### config.mk
export PLATFORM = sky130hd
export DESIGN_NAME = programmable_square_tone_generator_core
export DESIGN_NICKNAME = d
export VERILOG_FILES = /design/src/design/pstg_pkg.sv /design/src/design/pstg_tone.sv /design/src/design/programmable_square_tone_generator_core.sv
export SDC_FILE = /design/constraint.sdc
export NUM_CORES = 1
export LEC_CHECK = 0
export BUFFER_PORTS_ARGS = -buffer_cell sky130_fd_sc_hd__buf_2
export CAP_MARGIN = 0
export CORE_UTILIZATION = 57
export CTS_BUF_LIST = sky130_fd_sc_hd__clkbuf_8
export DETAILED_ROUTE_END_ITERATION = 10
export GPL_ROUTABILITY_DRIVEN = 0
export PLACE_DENSITY = 0.76
export SLEW_MARGIN = 20
export SYNTH_ARGS = -nofsm -noshare
export SYNTH_HDL_FRONTEND = slang
export SYNTH_HIERARCHICAL = 1
export SYNTH_SLANG_ARGS = --single-unit
### constraint.sdc
create_clock -name clk -period 3.8 [get_ports clk]
set_input_delay 0.38 -clock clk [delete_from_list [all_inputs] [get_ports clk]]
set_output_delay 0.38 -clock clk [all_outputs]
set_load 0.02 [all_outputs]
### src/design/pstg_pkg.sv
// Shared constants and codes for the square tone generator.
package pstg_pkg;

  localparam int ModeW   = 2;
  localparam int ByteW   = 8;
  localparam int PeriodW = 16;
  localparam int ScaledW = 22;
  localparam int PhaseW  = 23;
  localparam int MulW    = 6;

  localparam logic [ModeW-1:0] MODE_LOAD    = 2'd0;
  localparam logic [ModeW-1:0] MODE_ENABLE  = 2'd1;
  localparam logic [ModeW-1:0] MODE_DISABLE = 2'd2;
  localparam logic [ModeW-1:0] MODE_TICK    = 2'd3;

  localparam logic [ByteW-1:0]   TONE_HIGH  = 8'hBF;
  localparam logic [ByteW-1:0]   TONE_LOW   = 8'h80;
  localparam logic [MulW-1:0]    PERIOD_MUL = 6'd49;
  localparam logic [PhaseW:0]    PHASE_STEP = 24'd2048;
  localparam logic [PhaseW-1:0]  PHASE_MAX  = 23'h7FFFFF;

  typedef logic [ModeW-1:0] mode_t;

endpackage

### src/design/pstg_tone.sv
// Tone state: period loading, enable and per-tick phase update.
module pstg_tone (
  input  logic                      clk,
  input  logic                      rst,
  input  logic                      step,
  input  pstg_pkg::mode_t           mode,
  input  logic [pstg_pkg::ByteW-1:0] data_byte,
  output logic [pstg_pkg::ByteW-1:0] sample
);
  import pstg_pkg::*;

  logic                expect_low_byte;
  logic [ByteW-1:0]    held_low_byte;
  logic [ScaledW-1:0]  scaled_period;
  logic                tone_enabled;
  logic [PhaseW-1:0]   phase;
  logic [PhaseW-1:0]   phase_next;
  logic [ScaledW-1:0]  scaled_next;
  logic [PhaseW:0]     stepped;
  logic [PhaseW:0]     wrapped;
  logic                sounding;

  assign sounding = tone_enabled && (scaled_period != '0);
  assign sample   = (sounding && ({phase, 1'b0} < {2'b00, scaled_period})) ? TONE_HIGH
                                                                            : TONE_LOW;

  assign scaled_next = ScaledW'({data_byte, held_low_byte}) * ScaledW'(PERIOD_MUL);

  always_comb begin
    stepped = {1'b0, phase} + PHASE_STEP;
    if (stepped >= {2'b00, scaled_period}) begin
      wrapped = stepped - {2'b00, scaled_period};
    end else begin
      wrapped = stepped;
    end
    if (wrapped[PhaseW]) begin
      phase_next = PHASE_MAX;
    end else begin
      phase_next = wrapped[PhaseW-1:0];
    end
  end

  always_ff @(posedge clk) begin
    if (rst) begin
      expect_low_byte <= 1'b1;
      held_low_byte   <= '0;
      scaled_period   <= '0;
      tone_enabled    <= 1'b0;
      phase           <= '0;
    end else if (step) begin
      case (mode)
        MODE_LOAD: begin
          if (expect_low_byte) begin
            held_low_byte <= data_byte;
          end else begin
            scaled_period <= scaled_next;
          end
          expect_low_byte <= !expect_low_byte;
        end
        MODE_ENABLE: begin
          tone_enabled <= 1'b1;
          phase        <= '0;
        end
        MODE_DISABLE: begin
          tone_enabled <= 1'b0;
        end
        MODE_TICK: begin
          if (sounding) begin
            phase <= phase_next;
          end
        end
        default: begin
        end
      endcase
    end
  end

endmodule

### src/design/programmable_square_tone_generator_core.sv
// Top level of the programmable square tone generator.
//
// Input stream: each transfer carries one command. tuser selects it: load a
// period byte (low byte, then high byte), enable the tone (phase cleared),
// disable the tone, or a sample tick. tdata holds the period byte; tlast on
// a tick marks the last sample of a host buffer.
// Output stream: one transfer per tick, an 8-bit sample (0xBF high, 0x80
// low or silent) in tdata, with tlast copied from the tick.
// A tick's sample is registered and appears in the cycle after its input
// transfer. Throughput: one command per cycle while the output is not stalled;
// the phase update is one add, one compare and subtract, done combinationally
// ahead of the phase register. When the receiver stalls with a sample waiting,
// input tready drops until that sample is taken, so no tick is lost.
// Reset: synchronous; period zero (silent), tone disabled, phase zero,
// low byte expected next, output empty.
module programmable_square_tone_generator_core (
  input  logic        clk,
  input  logic        rst,
  input  logic        s_axis_tvalid,
  output logic        s_axis_tready,
  input  logic [7:0]  s_axis_tdata,   // [7:0] data_byte
  input  logic [1:0]  s_axis_tuser,   // [1:0] mode
  input  logic        s_axis_tlast,   // buffer_end
  output logic        m_axis_tvalid,
  input  logic        m_axis_tready,
  output logic [7:0]  m_axis_tdata,   // [7:0] sample
  output logic        m_axis_tlast    // last_sample
);
  import pstg_pkg::*;

  logic              in_xfer;
  logic              is_tick;
  logic [ByteW-1:0]  tone_sample;

  assign s_axis_tready = !m_axis_tvalid || m_axis_tready;
  assign in_xfer       = s_axis_tvalid && s_axis_tready;
  assign is_tick       = (s_axis_tuser == MODE_TICK);

  pstg_tone u_tone (
    .clk       (clk),
    .rst       (rst),
    .step      (in_xfer),
    .mode      (s_axis_tuser),
    .data_byte (s_axis_tdata),
    .sample    (tone_sample)
  );

  always_ff @(posedge clk) begin
    if (rst) begin
      m_axis_tvalid <= 1'b0;
    end else if (in_xfer && is_tick) begin
      m_axis_tvalid <= 1'b1;
    end else if (m_axis_tready) begin
      m_axis_tvalid <= 1'b0;
    end
  end

  always_ff @(posedge clk) begin
    if (in_xfer && is_tick) begin
      m_axis_tdata <= tone_sample;
      m_axis_tlast <= s_axis_tlast;
    end
  end

  a_no_overwrite: assert property (@(posedge clk) disable iff (rst)
    (in_xfer && m_axis_tvalid) |-> m_axis_tready)
    else $error("input taken while a stalled sample waits");

  a_tick_yields: assert property (@(posedge clk) disable iff (rst)
    (in_xfer && is_tick) |=> m_axis_tvalid)
    else $error("tick did not produce a sample");

  a_no_spurious: assert property (@(posedge clk) disable iff (rst)
    (in_xfer && !is_tick) |=> !m_axis_tvalid)
    else $error("sample produced without a tick");

  a_sample_level: assert property (@(posedge clk) disable iff (rst)
    m_axis_tvalid |-> (m_axis_tdata == TONE_HIGH || m_axis_tdata == TONE_LOW))
    else $error("sample level out of range");

endmodule
==> metrics, run 1 <==
Skew-Pair Late Insertion Delay approximately 0.34 ns; crit path buf inv count 1; ys async rst share 0%; crit-path cells ha_1, fa_1, ha_1, ha_1, inv_1, fa_1, nor2b_1, o21ai_1, a21oi_2, o21ai_0, nand2b_1, a21o_1, a21oi_1, or4_1, o311ai_0; Mapped Nets around 860; post-placement cell area between 6000 and 7000 sq um; DRC viols 0; Fin. Hold Viols 0; Synth area leaders ha_1, dfxtp_1, a21oi_1; NumNets Final between 800 and 900; sum of negative setup slack 0 ns; Post-CTS Setup Bufs 0; CTS clk-pin slew, worst paths ~0.07 ns; H-tree levels 3; Ant. Diodes 0; CTS tree built; Die Ht roughly 100 microns; CP required slightly above 4 ns; YS warnings 6; largest net degree at the start of global routing 27; WP data arrival roughly 3.8 ns; delay-heaviest family, CP adder cells; first-pass GRT wire length 24300 microns; Finished Core Util 63.7%; gr busiest metal met2; WL/cell 15.9 microns; Pleak 0.00294 uW; #FFs+latches synth 65; Cell variety after synth 75; Top FF cell, synth dfxtp_1; dpl ws approximately 0.13 ns; Setup crit end u_tone/scaled_period[14]; fill count 867; MaxCap Viol Count 0; Reg2Reg Launch Point u_tone/held_low_byte[1]; post-synthesis area per instance between 8 and 9 sq um; sequential share of the synthesized area a little under a quarter; drt initial violations between 300 and 400; HP Class in -> reg; Multi-input gate area between 4000 and 5000 sq um; grt met2 use 46.5%; Synth Instances around 730; # rows 37; fraction of layout cells with a size suffix above 1 a little over a tenth; via count about 5300; met1 GRT Util 35.3%; Max Clk Rate 0.279 GHz; most frequent CP cell ha_1; Inserted Clock Buffers 9; global-route congestion overflow total 0; Die W around 100 microns; Register Area 1390 sq um; crit-path max FO 4; final setup vio count 0; Layout area overhead 8.84%; core area around 10000 sq um; RSZ-0062 raised after global routing no; Yosys top cell area share 21.1%; Final Max Slew Viols 0; Clock Root Buffer clkbuf_8; crit path from u_tone/held_low_byte[1]; Routed WL between 10000 and 15000 microns; DR vias/cell roughly 6; Max VDD drop around 0.20 mV; met3 usage in global routing between 3 and 4%; Worst Clk Skew roughly 0.0092 ns; CP max stage delay around 0.47 ns; initial antenna violation count 0; most common cell after layout, fill and taps aside ha_1; clk sinks 65; Design Area, Final between 6000 and 7000 sq um; Hold WS approximately 0.21 ns; vias in the first global route 5200; worst reg2reg setup slack between 0.2 and 0.25 ns; Slew Limit Headroom roughly three fifths; status completed; crit path max-delay cell type fa_1; Pre-Repair DR Iteration Count 5; # IOs 26; crit path time final between 3 and 4 ns; final worst setup slack between 0.2 and 0.25 ns; I/O Buffers 25; critical path type reg -> reg; gr usage total 27.5%; Startpoint Class register; Least-Margin Pin Slew roughly 0.59 ns; commonest cells after routing, fill and taps aside ha_1, nand2_1, a21oi_1; Post-DP HPWL around 11000 microns; DIE AREA roughly 11000 sq um; Initial Util between 50% and 60%; Levels on crit path 15; reg-to-reg endpoint u_tone/scaled_period[14]; Pwr Density 272 nW/um^2; Crit. End Element register; R2R depth 15; Tcrit/Tclk final around 94%; number of synthesized flops with an enable pin 9; Longest Clk Path Bufs 2; Final ANT Viol Nets 0; Mapped Area about 6000 sq um; cell taking the most area after synthesis ha_1
-- logic make-up (layout without fill, tap and decap cells) --
family | Yosys count | in the layout | share of synthesized area [%]
AO/OA/AOI/OAI | 202 | 202 | 21.5
XOR/XNOR | 37 | 37 | 5.41
adder cells (fa/ha/maj) | 113 | 113 | 25.1
buffers and inverters | 93 | 128 | 6.69
flip-flops | 65 | 65 | 23.2
multiplexers | 4 | 4 | 0.919
other | 2 | 2 | 0.125
AND/OR/NAND/NOR | 213 | 213 | 17.0
-- Yosys cell counts, types with 3 or more instances --
master     count
o21ai_0       20
nor2_1        41
dfxtp_1       56
nor4_1         5
and3_1         6
nor3_1         8
a21o_1        12
fa_1          12
o211ai_1       5
and4_1         4
nand4_1        7
nand3_1       16
edfxtp_1       9
inv_1         64
a31oi_1        3
o21a_1         4
o2111ai_1      3
o21ai_1       23
o21bai_1       6
clkbuf_1      15
or2_2          3
xor2_1        13
nand2b_1       8
a21oi_1       84
buf_4          9
xnor2_1       24
ha_1         101
a211oi_1       9
nand2_1       93
nor2b_1        7
-- cell type report --
cell class | instances | area share [%]
Multi-Input combinational cell | 571 | 64.6
Clock inverter | 7 | 1.34
Inverter | 65 | 3.74
Timing Repair Buffer | 47 | 4.45
Tap cell | 136 | 2.61
Sequential cell | 65 | 21.3
Clock buffer | 9 | 1.90
-- report_power, final --
group	internal, uW	total, uW	leakage, uW	switching [uW]
Sequential	705	712	0.000538	7.69
Clock	363	633	0.000108	270
Combinational	178	424	0.00230	246
-- routing by layer --
layer  part of all wire (%)  up-vias
met3                    4.6       26
met2                     48      144
met1                     45     2476
met5                      0        -
li1                       -     2638
met4                    2.2        0
-- per-stage QoR --
step	instances	power, uW
global route	900	1870
finish	900	1770
floorplan	729	1040
detailed placement	884	1140
global placement	884	1130
CTS	900	1780
-- worst min-delay path by stage --
| stage | start | end | slack, ns | depth (start not counted) |
|---|---|---|---|---|
| after floorplan | u_tone/scaled_period[9] | u_tone/scaled_period[9] | 0.43 | 2 |
| after global placement | u_tone/scaled_period[9] | u_tone/scaled_period[9] | 0.44 | 2 |
| after detailed placement | u_tone/scaled_period[9] | u_tone/scaled_period[9] | 0.45 | 2 |
| after CTS | s_axis_tlast | m_axis_tlast | 0.19 | 1 |
| after global routing | s_axis_tlast | m_axis_tlast | 0.19 | 1 |
| final | s_axis_tlast | m_axis_tlast | 0.21 | 1 |
-- repair_timing --
action,CTS,global route
hold buffers,0,0
resized for setup,0,3
endpoints found under the setup margin,0,6
-- flip-flops by register name (all words and copies together) (netlist names) --
name and flops:
u_tone/phase 23, u_tone/scaled_period 22, m_axis_tdata 8, u_tone/held_low_byte 8
m_axis_tlast 1, m_axis_tvalid 1, u_tone/expect_low_byte 1, u_tone/tone_enabled 1
No activity file was read; power rests on OpenSTA's default activity.
==> run 2: changes to the inputs <==
--- a/config.mk
+++ b/config.mk
@@ -7,11 +7,13 @@
 export LEC_CHECK = 0
 export BUFFER_PORTS_ARGS = -buffer_cell sky130_fd_sc_hd__buf_2
 export CAP_MARGIN = 0
-export CORE_UTILIZATION = 57
+export CELL_PAD_IN_SITES_DETAIL_PLACEMENT = 0
+export CELL_PAD_IN_SITES_GLOBAL_PLACEMENT = 1
+export CORE_UTILIZATION = 49
 export CTS_BUF_LIST = sky130_fd_sc_hd__clkbuf_8
 export DETAILED_ROUTE_END_ITERATION = 10
 export GPL_ROUTABILITY_DRIVEN = 0
-export PLACE_DENSITY = 0.76
+export PLACE_DENSITY = 0.84
 export SLEW_MARGIN = 20
 export SYNTH_ARGS = -nofsm -noshare
 export SYNTH_HDL_FRONTEND = slang
==> metrics, run 2 (synthesis gave the netlist of run 1 again) <==
status completed; crit path buf inv count 1 (unchanged); CP max stage delay 0.47 ns (about the same); Slew Limit Headroom 51.8% (-8.0 points); Longest Clk Path Bufs 2 (unchanged); HP Class in -> reg; worst reg2reg setup slack 0.25 ns (+0.03 ns); Layout Cells excl Fill 909 (+1.0%); Crit. End Element register; vias in the first global route 4968 (-4.5%); Fin. Hold Viols 0 (unchanged); Worst Clk Skew 0.0101 ns (+0.000951 ns); Startpoint Class register; Levels on crit path 15 (unchanged); delay-heaviest family, CP adder cells; Final ANT Viol Nets 0 (unchanged); Reg2Reg Launch Point u_tone/held_low_byte[1]; Inserted Clock Buffers 9 (unchanged); # rows 40 (+8.1%); Finished Core Util 54.3% (-9.4 points); DIE AREA 12700 sq um (+16%); reg-to-reg endpoint u_tone/scaled_period[14]; critical path type reg -> reg; dpl cells 893 (+1.0%); core area 12000 sq um (+17%); Design Area, Final 6500 sq um (-0.31%); # hold bufs at CTS 0 (unchanged); R2R depth 15 (unchanged); gr usage total 24.4% (-3.1 points); fraction of layout cells with a size suffix above 1 10.6% (-0.36 points); Pwr Density 265 nW/um^2 (-2.5%); first-pass GRT wire length 24200 microns (-0.48%); Die Ht 113 microns (+7.7%); Pleak 0.00293 uW (-0.42%); DR vias/cell 5.70 (-3.0%); MaxCap Viol Count 0 (unchanged); post-placement cell area 6300 sq um (+0.18%); Reg with most FFs u_tone/phase; crit path max-delay cell type fa_1; CTS tree built; most frequent CP cell ha_1; Max Clk Rate 0.281 GHz (+0.75%); drt initial violations 272 (-9.9%); crit-path max FO 4 (unchanged); WL/cell 16.2 microns (+2.4%); Routed WL 14800 microns (+3.4%); CTS clk-pin slew, worst paths 0.07 ns (about the same); crit-path cells ha_1, fa_1, ha_1, ha_1, inv_1, fa_1, nor2b_1, o21ai_1, a21oi_1, o21ai_0, nand2b_1, a21o_1, a21oi_1, or4_1, o311ai_0; DRC viols 0 (unchanged); CP required 4.05 ns (+0.02 ns); crit path from u_tone/held_low_byte[1]; Skew-Pair Late Insertion Delay 0.36 ns (+0.02 ns); Die W 113 microns (+7.7%); commonest cells after routing, fill and taps aside ha_1, nand2_1, a21oi_1; WP data arrival 3.80 ns (about the same); global-route congestion overflow total 0 (unchanged); largest net degree at the start of global routing 50 (+85%); initial antenna violation count 0 (unchanged); I/O Buffers 25 (unchanged); largest registers u_tone/phase x23, u_tone/scaled_period x22; final setup vio count 0 (unchanged); sum of negative setup slack 0 ns (unchanged); Max VDD drop 0.152 mV (-23%); Layout area overhead 8.50%; Pre-Repair DR Iteration Count 4 (-1); Post-DP HPWL 11900 microns (+4.3%); Initial Util 50.1% (-8.5 points); NumNets Final 885 (-0.23%); Setup crit end u_tone/scaled_period[14]; Tcrit/Tclk final 93.5% (-0.71 points); # IOs 26 (unchanged); Final Max Slew Viols 0 (unchanged); RSZ-0062 raised after global routing no; clk sinks 65 (unchanged); Clock Root Buffer clkbuf_8; max reg flops 23 (unchanged); Ant. Diodes 0 (unchanged); H-tree levels 3 (unchanged); via count 5178 (-2.0%); crit path time final 3.55 ns (-0.0268 ns); Least-Margin Pin Slew 0.721 ns (+0.127 ns); most common cell after layout, fill and taps aside ha_1
## run 2: changes by cell type in the layout (fill, tap and decap cells not counted), sizes merged
| cell | change |
|---|---|
| clkinv | +4 |
| inv | -1 |
| clkinvlp | -2 |
| buf | -2 |
| bufinv | -1 |
## run 2: metal layers
layer	part of all wire (%)	vias up	GRT usage, %
met5	0	-	0
met4	2.0	0	8.09
met3	3.2	21	4.59
met2	47	84	40.5
met1	48	2425	31.8
li1	-	2648	-
## run 2: through the flow
| stage | hold WS [ns] | worst slack (ns) | power, uW |
|---|---|---|---|
| floorplan | 0.432 | 0.466 | 1040 |
| global placement | 0.444 | 0.239 | 1150 |
| detailed placement | 0.456 | 0.173 | 1150 |
| CTS | 0.180 | 0.143 | 1730 |
| global route | 0.170 | 0.0317 | 1820 |
| finish | 0.197 | 0.247 | 1720 |
## run 2: timing repair
| action | in CTS | in global routing |
|---|---|---|
| setup endpoints to repair | 0 | 1 |
| setup buffers | 0 | 0 |
| resized for setup | 0 | 1 |
## run 2: how the worst min path moves through the flow
stage,from,end,slack (ns),cells past startpoint
floorplan,u_tone/scaled_period[9],u_tone/scaled_period[9],0.43,2
global placement,u_tone/scaled_period[9],u_tone/scaled_period[9],0.44,2
detailed placement,u_tone/scaled_period[9],u_tone/scaled_period[9],0.46,2
CTS,s_axis_tlast,m_axis_tlast,0.18,1
global route,s_axis_tlast,m_axis_tlast,0.17,1
finish,s_axis_tlast,m_axis_tlast,0.20,1
## run 2: power by group
part	switching [uW]	internal (uW)
combinational	248	183
clock	279	297
sequential	8.49	705
## run 2: cell type report
cell class              instances  area, sq um
clock buffers                   9          124
clock inverters                 7         62.6
fillers                      1129         5460
inverters                      65          244
multi-input cells             571         4200
flip-flops and latches         65         1390
well taps                     147          184
repair buffers                 45          288
